===== src/hdl/bdlp_pkg.sv =====
// Package with widths, bit positions and codes of the button debounce block.
`timescale 1ns / 1ps
package bdlp_pkg;

  localparam int unsigned BtnW      = 8;
  localparam int unsigned ClickW    = 5;
  localparam int unsigned TickW     = 32;
  localparam int unsigned EventW    = 10;
  localparam int unsigned CountW    = 4;
  localparam int unsigned HoldW     = 16;
  localparam int unsigned CfgIndexW = 2;
  localparam int unsigned CfgDataW  = 16;

  // Bit positions in the raw and debounced button word.
  localparam int unsigned BtnZero  = 0;
  localparam int unsigned BtnMenu  = 1;
  localparam int unsigned BtnF1    = 2;
  localparam int unsigned BtnF2    = 3;
  localparam int unsigned BtnF3    = 4;
  localparam int unsigned BtnF4    = 5;
  localparam int unsigned BtnStart = 6;
  localparam int unsigned BtnEnc   = 7;

  // Buttons whose presses are reported only through the click flags.
  localparam logic [BtnW-1:0] ClickOwned = 8'h5E;
  // Buttons whose press raises a key click.
  localparam logic [BtnW-1:0] BeepOnPress = 8'h7B;

  // Bit positions in the event mask.
  localparam int unsigned EvZero     = 0;
  localparam int unsigned EvMenu     = 1;
  localparam int unsigned EvF2       = 2;
  localparam int unsigned EvF3       = 3;
  localparam int unsigned EvF4       = 4;
  localparam int unsigned EvStart    = 5;
  localparam int unsigned EvF1Short  = 6;
  localparam int unsigned EvEncShort = 7;
  localparam int unsigned EvF1Long   = 8;
  localparam int unsigned EvEncLong  = 9;

  // Register reset values.
  localparam logic [CountW-1:0] StablePollCountRst = 4'd5;
  localparam logic [HoldW-1:0]  LongPressMsRst     = 16'd500;
  localparam logic              KeySoundEnableRst  = 1'b1;

  typedef enum logic [1:0] {
    ACT_NONE    = 2'd0,
    ACT_LEAVE   = 2'd1,
    ACT_RETURN  = 2'd2,
    ACT_CONFIRM = 2'd3
  } menu_action_e;

  typedef enum logic [CfgIndexW-1:0] {
    CFG_STABLE_POLL_COUNT = 2'd0,
    CFG_LONG_PRESS_MS     = 2'd1,
    CFG_KEY_SOUND_ENABLE  = 2'd2
  } cfg_reg_e;

endpackage


===== src/hdl/bdlp_if.sv =====
// Handshake interfaces for the poll input, result output and register write channels.
`timescale 1ns / 1ps
interface bdlp_in_if import bdlp_pkg::*; ();
  logic              valid;
  logic              ready;
  logic [BtnW-1:0]   raw_buttons;
  logic [ClickW-1:0] click_flags;
  logic [TickW-1:0]  tick_ms;
  logic              in_menu;

  modport source (output valid, output raw_buttons, output click_flags,
                  output tick_ms, output in_menu, input ready);
  modport sink   (input valid, input raw_buttons, input click_flags,
                  input tick_ms, input in_menu, output ready);
endinterface

interface bdlp_out_if import bdlp_pkg::*; ();
  logic              valid;
  logic              ready;
  logic [EventW-1:0] event_mask;
  logic [1:0]        menu_action;
  logic              beep;
  logic [BtnW-1:0]   stable_buttons;

  modport source (output valid, output event_mask, output menu_action,
                  output beep, output stable_buttons, input ready);
  modport sink   (input valid, input event_mask, input menu_action,
                  input beep, input stable_buttons, output ready);
endinterface

interface bdlp_cfg_if import bdlp_pkg::*; ();
  logic                 valid;
  logic                 ready;
  logic [CfgIndexW-1:0] index;
  logic [CfgDataW-1:0]  data;

  modport source (output valid, output index, output data, input ready);
  modport sink   (input valid, input index, input data, output ready);
endinterface


===== src/hdl/button_debounce_long_press_unit.sv =====
// Button debounce with click-flag presses and long-press detection, top level.
`timescale 1ns / 1ps
// Usage overview.
// Each item on in_i is one poll: eight raw button levels, five interrupt click
// flags, a wrapping millisecond timestamp and the menu-open flag. For every
// poll exactly one item leaves on out_o with the event mask, the menu action,
// the beep request and the debounced button word after that poll.
// The poll is first captured in an input register. The debounce, edge and hold
// logic then works on it against the stored state and the result is written to
// the output register, from which it is offered on out_o. Throughput is one item
// per cycle while out_o does not stall. The input register advances whenever the
// output register is empty or is being taken in the same cycle, so the output
// register parts the two sides and a stall only backs up once both hold an item.
// While out_o is stalled the offered result holds; in_i.ready drops only when
// the input register is full behind a stalled output.
// Registers are written on cfg_i, which is always ready; writes are expected
// only while the block is idle, and an index beyond the register list is ignored.
// Reset (rst_ni low, asynchronous) empties both registers, clears all debounce
// and hold state and restores the register defaults.
module button_debounce_long_press_unit import bdlp_pkg::*; (
  input  logic      clk_i,
  input  logic      rst_ni,
  bdlp_in_if.sink   in_i,
  bdlp_out_if.source out_o,
  bdlp_cfg_if.sink  cfg_i
);

  // Configuration registers.
  logic [CountW-1:0] stable_poll_count_q;
  logic [HoldW-1:0]  long_press_ms_q;
  logic              key_sound_enable_q;

  // Input register.
  logic              s1_valid_q;
  logic [BtnW-1:0]   s1_raw_q;
  logic [ClickW-1:0] s1_clicks_q;
  logic [TickW-1:0]  s1_now_q;
  logic              s1_menu_q;

  // Debounce and hold state.
  logic [BtnW-1:0]   last_sample_q, last_sample_d;
  logic [CountW-1:0] stable_counter_q, stable_counter_d;
  logic [BtnW-1:0]   debounced_q, debounced_d;
  logic [BtnW-1:0]   previous_q;
  logic [TickW-1:0]  f1_start_q, f1_start_d;
  logic              f1_track_q, f1_track_d;
  logic              f1_done_q, f1_done_d;
  logic [TickW-1:0]  enc_start_q, enc_start_d;
  logic              enc_track_q, enc_track_d;
  logic              enc_done_q, enc_done_d;

  // Output register.
  logic              out_valid_q;
  logic [EventW-1:0] event_q, event_d;
  menu_action_e      action_q, action_d;
  logic              beep_q, beep_d;
  logic [BtnW-1:0]   stable_q;

  logic              advance;
  logic [BtnW-1:0]   pressed;
  logic [BtnW-1:0]   released;
  logic [TickW-1:0]  f1_elapsed;
  logic [TickW-1:0]  enc_elapsed;
  logic              f1_fire;
  logic              enc_fire;
  logic              beep_raw;

  // The poll in the input register moves on when the output register can take it.
  assign advance    = s1_valid_q && (!out_valid_q || out_o.ready);
  assign in_i.ready = !s1_valid_q || advance;
  assign cfg_i.ready = 1'b1;

  always_ff @(posedge clk_i or negedge rst_ni) begin
    if (!rst_ni) begin
      stable_poll_count_q <= StablePollCountRst;
      long_press_ms_q     <= LongPressMsRst;
      key_sound_enable_q  <= KeySoundEnableRst;
    end else if (cfg_i.valid) begin
      case (cfg_i.index)
        CFG_STABLE_POLL_COUNT: stable_poll_count_q <= cfg_i.data[CountW-1:0];
        CFG_LONG_PRESS_MS:     long_press_ms_q     <= cfg_i.data[HoldW-1:0];
        CFG_KEY_SOUND_ENABLE:  key_sound_enable_q  <= cfg_i.data[0];
        default: ;
      endcase
    end
  end

  always_ff @(posedge clk_i or negedge rst_ni) begin
    if (!rst_ni) begin
      s1_valid_q <= 1'b0;
    end else if (in_i.ready) begin
      s1_valid_q <= in_i.valid;
    end
  end

  always_ff @(posedge clk_i) begin
    if (in_i.valid && in_i.ready) begin
      s1_raw_q    <= in_i.raw_buttons;
      s1_clicks_q <= in_i.click_flags;
      s1_now_q    <= in_i.tick_ms;
      s1_menu_q   <= in_i.in_menu;
    end
  end

  // Debounce: the raw word must repeat until the counter reaches the set count.
  always_comb begin
    last_sample_d = s1_raw_q;
    if (s1_raw_q != last_sample_q) begin
      stable_counter_d = '0;
    end else if (stable_counter_q < stable_poll_count_q) begin
      stable_counter_d = stable_counter_q + 1'b1;
    end else begin
      stable_counter_d = stable_counter_q;
    end
    debounced_d = (stable_counter_d >= stable_poll_count_q) ? s1_raw_q : debounced_q;
  end

  // Edges of the debounced word; interrupt-owned presses come from the clicks.
  always_comb begin
    pressed  = debounced_d & ~previous_q & ~ClickOwned;
    released = previous_q & ~debounced_d;
    pressed[BtnMenu]  = pressed[BtnMenu]  | s1_clicks_q[0];
    pressed[BtnF1]    = pressed[BtnF1]    | s1_clicks_q[1];
    pressed[BtnF2]    = pressed[BtnF2]    | s1_clicks_q[2];
    pressed[BtnF3]    = pressed[BtnF3]    | s1_clicks_q[3];
    pressed[BtnStart] = pressed[BtnStart] | s1_clicks_q[4];
  end

  // Hold tracking for f1 and the encoder, judged from the raw level. A press
  // restarts the hold time, so the elapsed time is taken from the new start.
  always_comb begin
    f1_start_d = pressed[BtnF1] ? s1_now_q : f1_start_q;
    f1_track_d = (pressed[BtnF1] || f1_track_q) && s1_raw_q[BtnF1];
    f1_done_d  = f1_done_q && !pressed[BtnF1];
    f1_elapsed = s1_now_q - f1_start_d;
    f1_fire    = s1_raw_q[BtnF1] && f1_track_d && !f1_done_d &&
                 (f1_elapsed >= {{(TickW-HoldW){1'b0}}, long_press_ms_q});
    if (f1_fire) begin
      f1_done_d = 1'b1;
    end
    if (released[BtnF1]) begin
      f1_track_d = 1'b0;
    end

    enc_start_d = pressed[BtnEnc] ? s1_now_q : enc_start_q;
    enc_track_d = (pressed[BtnEnc] || enc_track_q) && s1_raw_q[BtnEnc];
    enc_done_d  = enc_done_q && !pressed[BtnEnc];
    enc_elapsed = s1_now_q - enc_start_d;
    enc_fire    = s1_raw_q[BtnEnc] && enc_track_d && !enc_done_d &&
                  (enc_elapsed >= {{(TickW-HoldW){1'b0}}, long_press_ms_q});
    if (enc_fire) begin
      enc_done_d = 1'b1;
    end
    if (released[BtnEnc]) begin
      enc_track_d = 1'b0;
    end
  end

  // Result: long events always, button events only with the menu closed,
  // and at most one menu action per poll with the menu open.
  always_comb begin
    event_d = '0;
    event_d[EvF1Long]  = f1_fire;
    event_d[EvEncLong] = enc_fire;
    action_d = ACT_NONE;
    beep_raw = f1_fire || enc_fire || ((pressed & BeepOnPress) != '0);
    if (s1_menu_q) begin
      if (pressed[BtnMenu]) begin
        action_d = ACT_LEAVE;
      end else if (pressed[BtnF1]) begin
        if (!f1_done_d) begin
          action_d = ACT_RETURN;
        end
      end else if (released[BtnEnc] && !enc_done_d) begin
        beep_raw = 1'b1;
        action_d = ACT_CONFIRM;
      end
    end else begin
      event_d[EvZero]  = pressed[BtnZero];
      event_d[EvMenu]  = pressed[BtnMenu];
      event_d[EvF2]    = pressed[BtnF2];
      event_d[EvF3]    = pressed[BtnF3];
      event_d[EvF4]    = pressed[BtnF4];
      event_d[EvStart] = pressed[BtnStart];
      if (released[BtnF1] && !f1_done_d) begin
        beep_raw = 1'b1;
        event_d[EvF1Short] = 1'b1;
      end
      if (released[BtnEnc] && !enc_done_d) begin
        beep_raw = 1'b1;
        event_d[EvEncShort] = 1'b1;
      end
    end
    beep_d = beep_raw && key_sound_enable_q;
  end

  always_ff @(posedge clk_i or negedge rst_ni) begin
    if (!rst_ni) begin
      last_sample_q    <= '0;
      stable_counter_q <= '0;
      debounced_q      <= '0;
      previous_q       <= '0;
      f1_start_q       <= '0;
      f1_track_q       <= 1'b0;
      f1_done_q        <= 1'b0;
      enc_start_q      <= '0;
      enc_track_q      <= 1'b0;
      enc_done_q       <= 1'b0;
    end else if (advance) begin
      last_sample_q    <= last_sample_d;
      stable_counter_q <= stable_counter_d;
      debounced_q      <= debounced_d;
      previous_q       <= debounced_d;
      f1_start_q       <= f1_start_d;
      f1_track_q       <= f1_track_d;
      f1_done_q        <= f1_done_d;
      enc_start_q      <= enc_start_d;
      enc_track_q      <= enc_track_d;
      enc_done_q       <= enc_done_d;
    end
  end

  always_ff @(posedge clk_i or negedge rst_ni) begin
    if (!rst_ni) begin
      out_valid_q <= 1'b0;
    end else if (advance) begin
      out_valid_q <= 1'b1;
    end else if (out_o.ready) begin
      out_valid_q <= 1'b0;
    end
  end

  always_ff @(posedge clk_i) begin
    if (advance) begin
      event_q  <= event_d;
      action_q <= action_d;
      beep_q   <= beep_d;
      stable_q <= debounced_d;
    end
  end

  assign out_o.valid          = out_valid_q;
  assign out_o.event_mask     = event_q;
  assign out_o.menu_action    = action_q;
  assign out_o.beep           = beep_q;
  assign out_o.stable_buttons = stable_q;

endmodule


===== src/flat_wrapper.sv =====
// flat-port wrapper written by rule: the top's interface ports become plain ports
module button_debounce_long_press_unit_flat import bdlp_pkg::*;
  (clk_i, rst_ni, in_i_valid, in_i_raw_buttons, in_i_click_flags, in_i_tick_ms, in_i_in_menu, in_i_ready, out_o_valid, out_o_event_mask, out_o_menu_action, out_o_beep, out_o_stable_buttons, out_o_ready, cfg_i_valid, cfg_i_index, cfg_i_data, cfg_i_ready);
  bdlp_in_if in_i_i ();
  bdlp_out_if out_o_i ();
  bdlp_cfg_if cfg_i_i ();
  input  logic clk_i;
  input  logic rst_ni;
  input wire logic [$bits(in_i_i.valid)-1:0] in_i_valid;
  input wire logic [$bits(in_i_i.raw_buttons)-1:0] in_i_raw_buttons;
  input wire logic [$bits(in_i_i.click_flags)-1:0] in_i_click_flags;
  input wire logic [$bits(in_i_i.tick_ms)-1:0] in_i_tick_ms;
  input wire logic [$bits(in_i_i.in_menu)-1:0] in_i_in_menu;
  output wire logic [$bits(in_i_i.ready)-1:0] in_i_ready;
  output wire logic [$bits(out_o_i.valid)-1:0] out_o_valid;
  output wire logic [$bits(out_o_i.event_mask)-1:0] out_o_event_mask;
  output wire logic [$bits(out_o_i.menu_action)-1:0] out_o_menu_action;
  output wire logic [$bits(out_o_i.beep)-1:0] out_o_beep;
  output wire logic [$bits(out_o_i.stable_buttons)-1:0] out_o_stable_buttons;
  input wire logic [$bits(out_o_i.ready)-1:0] out_o_ready;
  input wire logic [$bits(cfg_i_i.valid)-1:0] cfg_i_valid;
  input wire logic [$bits(cfg_i_i.index)-1:0] cfg_i_index;
  input wire logic [$bits(cfg_i_i.data)-1:0] cfg_i_data;
  output wire logic [$bits(cfg_i_i.ready)-1:0] cfg_i_ready;
  assign in_i_i.valid = in_i_valid;
  assign in_i_i.raw_buttons = in_i_raw_buttons;
  assign in_i_i.click_flags = in_i_click_flags;
  assign in_i_i.tick_ms = in_i_tick_ms;
  assign in_i_i.in_menu = in_i_in_menu;
  assign in_i_ready = in_i_i.ready;
  assign out_o_valid = out_o_i.valid;
  assign out_o_event_mask = out_o_i.event_mask;
  assign out_o_menu_action = out_o_i.menu_action;
  assign out_o_beep = out_o_i.beep;
  assign out_o_stable_buttons = out_o_i.stable_buttons;
  assign out_o_i.ready = out_o_ready;
  assign cfg_i_i.valid = cfg_i_valid;
  assign cfg_i_i.index = cfg_i_index;
  assign cfg_i_i.data = cfg_i_data;
  assign cfg_i_ready = cfg_i_i.ready;
  button_debounce_long_press_unit u_core (.clk_i(clk_i), .rst_ni(rst_ni), .in_i(in_i_i), .out_o(out_o_i), .cfg_i(cfg_i_i));
endmodule

===== config.mk =====
export PLATFORM = sky130hd
export DESIGN_NAME = button_debounce_long_press_unit_flat
export DESIGN_NICKNAME = d
export VERILOG_FILES = /design/src/hdl/bdlp_pkg.sv /design/src/hdl/bdlp_if.sv /design/src/hdl/button_debounce_long_press_unit.sv /design/src/flat_wrapper.sv
export SDC_FILE = /design/constraint.sdc
export NUM_CORES = 1
export LEC_CHECK = 0
export ABC_AREA = 0
export ABC_CLOCK_PERIOD_IN_PS = 8600
export CORE_MARGIN = 1
export CORE_UTILIZATION = 25
export DETAILED_ROUTE_END_ITERATION = 7
export DONT_BUFFER_PORTS = 1
export GPL_TIMING_DRIVEN = 1
export PLACE_DENSITY = 0.39
export SYNTH_ARGS = -nofsm -noshare
export SYNTH_HDL_FRONTEND = slang
export SYNTH_SLANG_ARGS = --single-unit

===== constraint.sdc =====
create_clock -name clk_i -period 8.6 [get_ports clk_i]
set_clock_uncertainty 0.05 [all_clocks]
set_input_delay 1.72 -clock clk_i [delete_from_list [all_inputs] [get_ports clk_i]]
set_output_delay 1.72 -clock clk_i [all_outputs]
set_load 0.1 [all_outputs]

# --- Word-level counts from Yosys, hierarchy flattened ---
# Index checks and enable logic that the tools add are counted.
word_totals:
  reg_bits: 178
  output_inout_bits: 24
  input_bits: 69
  wordCells: 98
op_classes:
  order_cmp: 4
  add_sub_neg: 3
  eq_ne: 3
  n_reduce_logical: 36
  n_mux: 23
  n_bitwise: 5
op_table:
  columns: ["op", "n"]
  rows:
  - ["$ge A32 B16 Y1", 2]
  - ["$mux W32", 2]
  - ["$sub A32 B32 Y32", 2]
  - ["$and A8 B8 Y8", 2]
  - ["$not A8 Y8", 2]
  - ["$logic_and A1 B1 Y1", 15]
  - ["$mux W1", 15]
  - ["$logic_not A1 Y1", 8]
  - ["$mux W4", 2]
  - ["$mux W8", 1]
  - ["$ne A8 B8 Y1", 1]
  - ["$reduce_bool A8 Y1", 1]
  - ["$logic_or A1 B1 Y1", 6]
  - ["$mux W2", 3]
  - ["$reduce_and A2 Y1", 3]
  - ["$add A4 B1 Y4 const B", 1]
  - ["$ge A4 B4 Y1", 1]
  - ["$lt A4 B4 Y1", 1]
  - ["$eq A2 B1 Y1 const B", 1]
  - ["$eq A2 B2 Y1 const B", 1]
  - ["$logic_not A2 Y1", 1]
  - ["$reduce_bool A2 Y1", 1]
  - ["$reduce_or A2 Y1", 1]
  - ["$not A1 Y1", 1]

# --- Depth between registers and ports, before layout ---
# Gate-level depths: netlist of run 1.
depth:
  ltp_word: 19
  ltp_mapped: 36
  ltp_nobuf: 35

# --- Worst setup path before layout of run 1 ---
# Ideal clock, no wire load.
synth_path:
  kind: "register -> register"
  start: "reg u_core.stable_counter_q[1]"
  end: "reg u_core.beep_q, in the netlist u_core.out_o.beep (data pin)"
  n_path_buf: 2
  t_arrival_ns: 7.485
  synth_period_minus_slack_ns: 7.794
  setup_ns: 0.259
  setup_slack_ns: 0.806
  required_ns: 8.291
  stages_incl_launch_ff: 36
  path_cell_list: "dfrtp_1 > ha_1 > a21o_1 > a21o_1 > a21oi_1 > nand4_1 > xor2_1 > nor2_1 > ha_1 > o211ai_1 > o21a_1 > nor2_1 > buf_1 > clkbuf_1 > mux2i_1 > ha_1 > a21o_1 > a221o_1 > a41o_1 > a221o_1 > nand3_1 > nand2b_1 > a21oi_1 > xnor2_1 > ha_1 > nand3_1 > nand2_1 > o2bb2ai_1 > or4_1 > nor4_1 > nand4b_1 > and4bb_1 > nand4_1 > nor4_1 > a31oi_1 > o31a_1"
synth_between:
  elab_chain_len: 19
  word_cells_on_any_way: 34
  cone_classes: "add/sub: 2; order compare: 3; mux: 11; bitwise: 3; reduce/logical: 15"
synth_lines:
  columns: ["element", "line_no", "rtl"]
  rows:
  - ["start, declared", "button_debounce_long_press_unit.sv:42", "logic [CountW-1:0] stable_counter_q, stable_counter_d;"]
  - ["start signal, assigned", "button_debounce_long_press_unit.sv:211", "stable_counter_q <= stable_counter_d;"]
  - ["$add A4 B1 Y4 / $lt A4 B4 Y1 (equally long branches)", "button_debounce_long_press_unit.sv:111, button_debounce_long_press_unit.sv:110", null]
  - ["$mux W4 (*)", "button_debounce_long_press_unit.sv:110", "end else if (stable_counter_q < stable_poll_count_q) begin"]
  - ["$mux W4 (*)", "button_debounce_long_press_unit.sv:108", "if (s1_raw_q != last_sample_q) begin"]
  - ["net u_core.stable_counter_d[3]", "button_debounce_long_press_unit.sv:42", null]
  - ["$ge A4 B4 Y1 (*)", "button_debounce_long_press_unit.sv:115", "debounced_d = (stable_counter_d >= stable_poll_count_q) ? s1_raw_q : debounced_q;"]
  - ["$mux W8 (*)", "button_debounce_long_press_unit.sv:115", null]
  - ["$and A8 B8 Y8 (*)", "button_debounce_long_press_unit.sv:120", "pressed = debounced_d & ~previous_q & ~ClickOwned;"]
  - ["parallel branches: the longest is 4 deep, another holds $sub A32 B32 Y32", null, null]
  - ["[1 not listed]", null, null]
  - ["net u_core.enc_fire", "button_debounce_long_press_unit.sv:65", "logic enc_fire;"]
  - ["[1 not listed]", null, null]
  - ["$logic_not A1 Y1", "button_debounce_long_press_unit.sv:174, button_debounce_long_press_unit.sv:189", null]
  - ["$logic_and A1 B1 Y1", "button_debounce_long_press_unit.sv:174, button_debounce_long_press_unit.sv:189", null]
  - ["$mux W1", "button_debounce_long_press_unit.sv:174", "end else if (released[BtnEnc] && !enc_done_d) begin"]
  - ["$mux W1", "button_debounce_long_press_unit.sv:170", "end else if (pressed[BtnF1]) begin"]
  - ["$mux W1", "button_debounce_long_press_unit.sv:168", "if (pressed[BtnMenu]) begin"]
  - ["$mux W1 (*)", "button_debounce_long_press_unit.sv:167", "if (s1_menu_q) begin"]
  - ["$logic_and A1 B1 Y1 (*)", "button_debounce_long_press_unit.sv:194", "beep_d = beep_raw && key_sound_enable_q;"]
  - ["net u_core.beep_d", "button_debounce_long_press_unit.sv:56", "logic beep_q, beep_d;"]
  - ["end signal, assigned", "button_debounce_long_press_unit.sv:237", "beep_q <= beep_d;"]
  - ["end, declared", "button_debounce_long_press_unit.sv:56", null]
# Mark *: on every way through the listed nets, which the timed path passes.
# A chain may end at the register's enable or synchronous reset.

# --- Final worst setup path of run 1 ---
# Same ends and word-level chain as after synthesis.

==> flow_summary.yaml, run 1 <==
status:
  run_status: "complete, but fails checks"
  violations: "DRC"
setup_path:
  cp_slowest_cell: "or4_1"
  path_class: "flip-flop to flip-flop"
  worstReg2RegEnd: "u_core.out_o.beep"
  reg2reg_slack_ns: 0.66
  r2r-start: "u_core.stable_counter_q[1]"
  critical_path.most_common_cell: "ha_1"
  path_delay_family: "compound AO/OA/AOI/OAI gates"
  critPathMaxFanout: 12
  crit_required_ns: 8.79
  crit_path_end_kind: "flip-flop"
  crit_buf_inv: 1
  cp-start-kind: "flip-flop"
  ff2ff_path_depth: 34
  slowest_delay_ns: 0.46
  critPathArrivalTime_ns: 8.13
global_route:
  grt_use_total: 0.149
  grt_use_met3: 0.0356
  use_met1: 0.204
  grt_busiest_layer: "met2"
  grt_max_degree: 112
  grt_pass1_vias: 9036
  antenna_found_initial: 0
  grt_use_met2: 0.227
  grt_overflow: 0
  grt_pass1_wl_mm: 54.0
cts:
  cts_resized: 0
  cts.htree.levels: 4
  clkSinkCount: 178
  clock_latency_ns: 0.49
  clk_path_buf_depth: 2
  cts_hold_buf: 0
  post_cts_buffers: 0
  clk_pin_slew_worst_paths_ns: 0.07
  numCtsBuffers: 17
  cts-root-buf: "clkbuf_16"
  cts_tree: "built"
sta:
  min_period_ns: 7.94
  setup_violations: 0
  rsz0062_at_grt: "false"
  finalMaxSlewViolations: 0
  setup_ws_ns: 0.663
  hold_viol: 0
  max_slew.worst_pin.slew_ns: 1.13
  relSlewSlack: 0.242
  max_freq_mhz: 126
  setup_tns_ns: 0
  period_share: 0.923
power:
  powerDensity_nw_per_um2: 296
  p_leak_nw: 5.46
  peakVddDrop_v: 0.000158
finish:
  drive_gt1_frac: 0.0767
  instances_no_fill: 1859
  layout_common_cells: "nand2_1, o21ai_0, dfrtp_1"
  syn_to_final_growth_pct: 10.3
  nets: 1409
  final_area_sq_um: 13200
  fillCellCount: 4970
  mostFrequentLayoutCell: "nand2_1"
  register_area_sq_um: 4800
  antennaDiodeCount: 0
  multi_input_area_sq_um: 6780
yosys:
  synthFlopType: "dfrtp_1"
  yosysWarnings: 0
  syn_area_sq_um: 11900
  synth_cell_types: 86
  ys_ff_latch: 178
  synthArstFlopShare: 0.624
  syn_area_per_cell_sq_um: 9.44
  synth_nets: 1434
  yosysSeqAreaShare: 0.402
  yosys.area.top_type: "dfrtp_1"
  synth_edf_count: 67
  synth_area_leaders: "dfrtp_1, edfxtp_1, ha_1"
  synth.top_cell.area_share: 0.214
  netlist_instances: 1264
route:
  drtPass1Iterations: 7
  vias_per_cell: 4.88
  drt-initial-drc-count: 631
  vias: 9068
  wire_per_inst_um: 18.4
  post-route-drc-count: 5
  postRouteAntennaNets: 0
  totalWireLength_mm: 34.3
floorplanning:
  die_w_um: 220
  initial_core_util: 0.255
  num_io_pins: 93
  std_cell_rows: 79
  fp.dieH_um: 220
  dieArea_sq_um: 48600
  core_sq_um: 46900
flow_run:
  cap_violations: 0
placed_design:
  port_buffers: 0
  post-place-cells: 1827
  gp_congestion: 0.858
  preCtsSetupSlack_ns: 0.703
  hpwlAfterDp_mm: 25.6
  place_area_sq_um: 12600
hold_path:
  whs_path_depth: 2
  worstHoldEndpoint: "u_core.debounced_q[1]"
  min_path_type: "flip-flop to flip-flop"
  min_from: "u_core.debounced_q[1]"
==> synthesized netlist by cell type, types with 9 or more instances <==
| cell type | count |
|---|---|
| xor2_1 | 23 |
| a211oi_1 | 14 |
| clkbuf_1 | 41 |
| o21ai_1 | 11 |
| a21o_1 | 32 |
| nor3_1 | 13 |
| mux2i_1 | 60 |
| edfxtp_1 | 67 |
| xnor2_1 | 27 |
| o21a_1 | 17 |
| dfstp_2 | 9 |
| nor2_1 | 55 |
| nand3_1 | 26 |
| and3_1 | 10 |
| dfrtp_1 | 102 |
| inv_1 | 41 |
| o21ai_0 | 103 |
| a31oi_1 | 16 |
| a21oi_1 | 62 |
| nand2b_1 | 25 |
| nand4_1 | 13 |
| mux2_2 | 25 |
| ha_1 | 99 |
| nand2_1 | 217 |
| nor2b_1 | 15 |
| nor4_1 | 9 |
==> area by class of cell <==
cell class	instances	area share
Tap cell	607	0.0577
Multi-Input combinational cell	991	0.515
Timing Repair Buffer	9	0.00513
Clock inverter	15	0.0132
Inverter	42	0.0120
Sequential cell	178	0.365
Clock buffer	17	0.0323
==> cells by family (layout without fill, tap and decap cells) <==
logic type / count (synthesis) / in the layout / share of synthesized area
DFF: 178 / 178 / 0.402
adders and majority gates: 103 / 103 / 0.109
buffers and inverters: 95 / 83 / 0.0308
AOI/OAI and AO/OA: 334 / 334 / 0.184
muxes: 87 / 87 / 0.0758
and+or+nand+nor: 416 / 416 / 0.161
other: 1 / 1 / 0.000314
xor gates and xnor gates: 50 / 50 / 0.0367
==> per-layer routing <==
metal | up-vias | share of wire
met4 | 0 | 0.019
met2 | 144 | 0.45
met1 | 4332 | 0.50
li1 | 4560 | -
met5 | - | 0
met3 | 32 | 0.036
==> power by group <==
group	leakage [nW]	switching, mW	total (mW)	internal [mW]
sequential	2.03	0.219	1.29	1.07
clock	0.286	0.388	0.823	0.435
combinational	3.14	1.06	1.77	0.714
total	5.46	1.67	3.89	2.22
==> through the flow <==
step	hold WS (ns)	utilization	power, mW
floorplan	0.396	-	2.64
detailed placement	0.413	0.268	3.08
CTS	0.431	0.281	3.95
finish	0.429	0.281	3.89
global placement	0.407	0.268	3.08
global route	0.455	0.281	4.23
==> sequential cells by signal (all words and copies together), names as in the netlist, 5 cells and up <==
| register | cells |
|---|---|
| u_core.enc_start_q | 32 |
| u_core.s1_clicks_q | 5 |
| u_core.s1_now_q | 32 |
| u_core.long_press_ms_q | 16 |
| u_core.last_sample_q | 8 |
| u_core.out_o.stable_buttons | 8 |
| u_core.debounced_q | 8 |
| u_core.f1_start_q | 32 |
| u_core.last_sample_d | 8 |
| u_core.out_o.event_mask | 10 |
==> how the worst max path moves through the flow <==
stage,startpoint,endpoint,slack (ns),depth (start not counted)
2_1_floorplan,u_core.stable_counter_q[1],u_core.out_o.beep,0.81,35
3_3_place_gp,u_core.stable_counter_q[1],u_core.out_o.beep,0.88,34
3_5_place_dp,u_core.stable_counter_q[1],u_core.out_o.beep,0.70,34
4_1_cts,u_core.stable_counter_q[1],u_core.out_o.beep,0.65,34
5_1_grt,u_core.stable_counter_q[1],u_core.out_o.beep,0.06,33
6_report,u_core.stable_counter_q[1],u_core.out_o.beep,0.66,34
==> tightest hold or removal path: stages (launching register included) <==
cell     delay, ns
dfrtp_1       0.34
nand2_1       0.05
nand2_1       0.06
Power figures use the tool's default switching activity.
==> run 2, diff against run 1 <==
Settings changed: PLACE_DENSITY 0.39 to 0.41.
==> flow_summary.yaml, run 2 (same netlist as run 1, synthesis figures left out) <==
global_route:
  antenna_found_initial: 1
  grt_pass1_wl_mm: 53.3
  grt_max_degree: 112
  grt_overflow: 0
  grt_use_total: 0.144
  grt_pass1_vias: 9077
cts:
  numCtsBuffers: 17
  clkSinkCount: 178
  post_cts_buffers: 0
  cts-root-buf: "clkbuf_16"
  cts_resized: 0
  cts_tree: "built"
  cts.htree.levels: 4
  clk_path_buf_depth: 2
  clock_latency_ns: 0.46
  cts_hold_buf: 0
  clk_pin_slew_worst_paths_ns: 0.07
route:
  drtPass1Iterations: 8
  vias_per_cell: 4.87
  wire_per_inst_um: 18.1
  post-route-drc-count: 10
  vias: 9063
  totalWireLength_mm: 33.7
  drt-initial-drc-count: 590
  postRouteAntennaNets: 0
setup_path:
  crit_required_ns: 8.77
  path_class: "flip-flop to flip-flop"
  critPathMaxFanout: 13
  cp-start-kind: "flip-flop"
  critical_path.most_common_cell: "ha_1"
  slowest_delay_ns: 0.47
  crit_path_end_kind: "flip-flop"
  cp_slowest_cell: "or4_1"
  critPathArrivalTime_ns: 8.00
placed_design:
  post-place-cells: 1828
  port_buffers: 0
  hpwlAfterDp_mm: 25.2
  gp_congestion: 0.862
floorplanning:
  fp.dieH_um: 220
  std_cell_rows: 79
  num_io_pins: 93
  dieArea_sq_um: 48600
  die_w_um: 220
  core_sq_um: 46900
  initial_core_util: 0.255
finish:
  nets: 1410
  antennaDiodeCount: 0
  top_regs: "u_core.enc_start_q: 32 flops, u_core.f1_start_q: 32 flops, u_core.s1_now_q: 32 flops"
  syn_to_final_growth_pct: 10.2
  finish.utilization: 0.281
  layout_common_cells: "nand2_1, o21ai_0, dfrtp_1"
  drive_gt1_frac: 0.0758
  fillCellCount: 5025
  instances_no_fill: 1860
  mostFrequentLayoutCell: "nand2_1"
sta:
  max_freq_mhz: 128
  relSlewSlack: 0.268
  min_period_ns: 7.84
  period_share: 0.911
  setup_violations: 0
  hold_viol: 0
  rsz0062_at_grt: "false"
  finalMaxSlewViolations: 0
  max_slew.worst_pin.slew_ns: 1.09
  setup_tns_ns: 0
hold_path:
  min_path_type: "flip-flop to flip-flop"
power:
  peakVddDrop_v: 0.000130
  powerDensity_nw_per_um2: 294
  p_leak_nw: 5.46
  fin_total_pwr_mw: 3.87
status:
  violations: "DRC"
  run_status: "complete, but fails checks"
flow_run:
  cap_violations: 0
run 2: final timing paths:
check | from | endpoint | slack, ns | depth (start not counted)
setup reg to reg | u_core.stable_counter_q[1] | u_core.out_o.beep | 0.76 | 34
hold reg to reg | u_core.f1_start_q[30] | u_core.f1_start_q[30] | 0.43 | 2
max in group asynchronous | rst_ni | u_core.long_press_ms_q[8] | 7.38 | 0
setup / recovery | u_core.stable_counter_q[1] | u_core.out_o.beep | 0.76 | 34
min in group asynchronous | rst_ni | u_core.long_press_ms_q[1] | 0.90 | 0
hold / removal | u_core.f1_start_q[30] | u_core.f1_start_q[30] | 0.43 | 2
run 2: final cells by class:
type | count | area [sq um] | area share
multi-input cells | 991 | 6780 | 0.515
flip-flops and latches | 178 | 4800 | 0.365
well taps | 607 | 759 | 0.0577
clock buffers | 18 | 429 | 0.0326
inverters | 42 | 158 | 0.0120
clock inverters | 14 | 151 | 0.0115
repair buffers | 10 | 75.1 | 0.00571
run 2: metal layers:
| layer | global-route usage | vias up | share of wire |
|---|---|---|---|
| met5 | 0 | - | 0 |
| met4 | 0.0402 | 0 | 0.013 |
| met3 | 0.0276 | 24 | 0.036 |
| met2 | 0.229 | 176 | 0.45 |
| met1 | 0.198 | 4317 | 0.50 |
| li1 | - | 4546 | - |
run 2: per-stage QoR:
| step | hold slack [ns] | setup slack (ns) | instance area (sq um) |
|---|---|---|---|
| global route | 0.449 | 0.0170 | 13200 |
| finish | 0.430 | 0.764 | 13200 |
| CTS | 0.435 | 0.741 | 13200 |
| floorplan | 0.396 | 0.806 | 11900 |
| detailed placement | 0.417 | 0.778 | 12600 |
| global placement | 0.407 | 0.919 | 12600 |
run 2: worst max-delay path: cells and delay by family, from the launching register on:
family	cells	cell delay, ns
buffers and inverters	1	0.28
muxes	1	0.26
DFF	1	0.43
xor gates and xnor gates	2	0.30
adders and majority gates	4	1.18
and+or+nand+nor	14	2.38
AOI/OAI and AO/OA	12	2.70
run 2: report_power, final:
group	total [mW]	internal [mW]	switching, mW
logic	1.77	0.714	1.05
clock network	0.806	0.432	0.374
registers	1.29	1.07	0.218
total	3.87	2.22	1.65
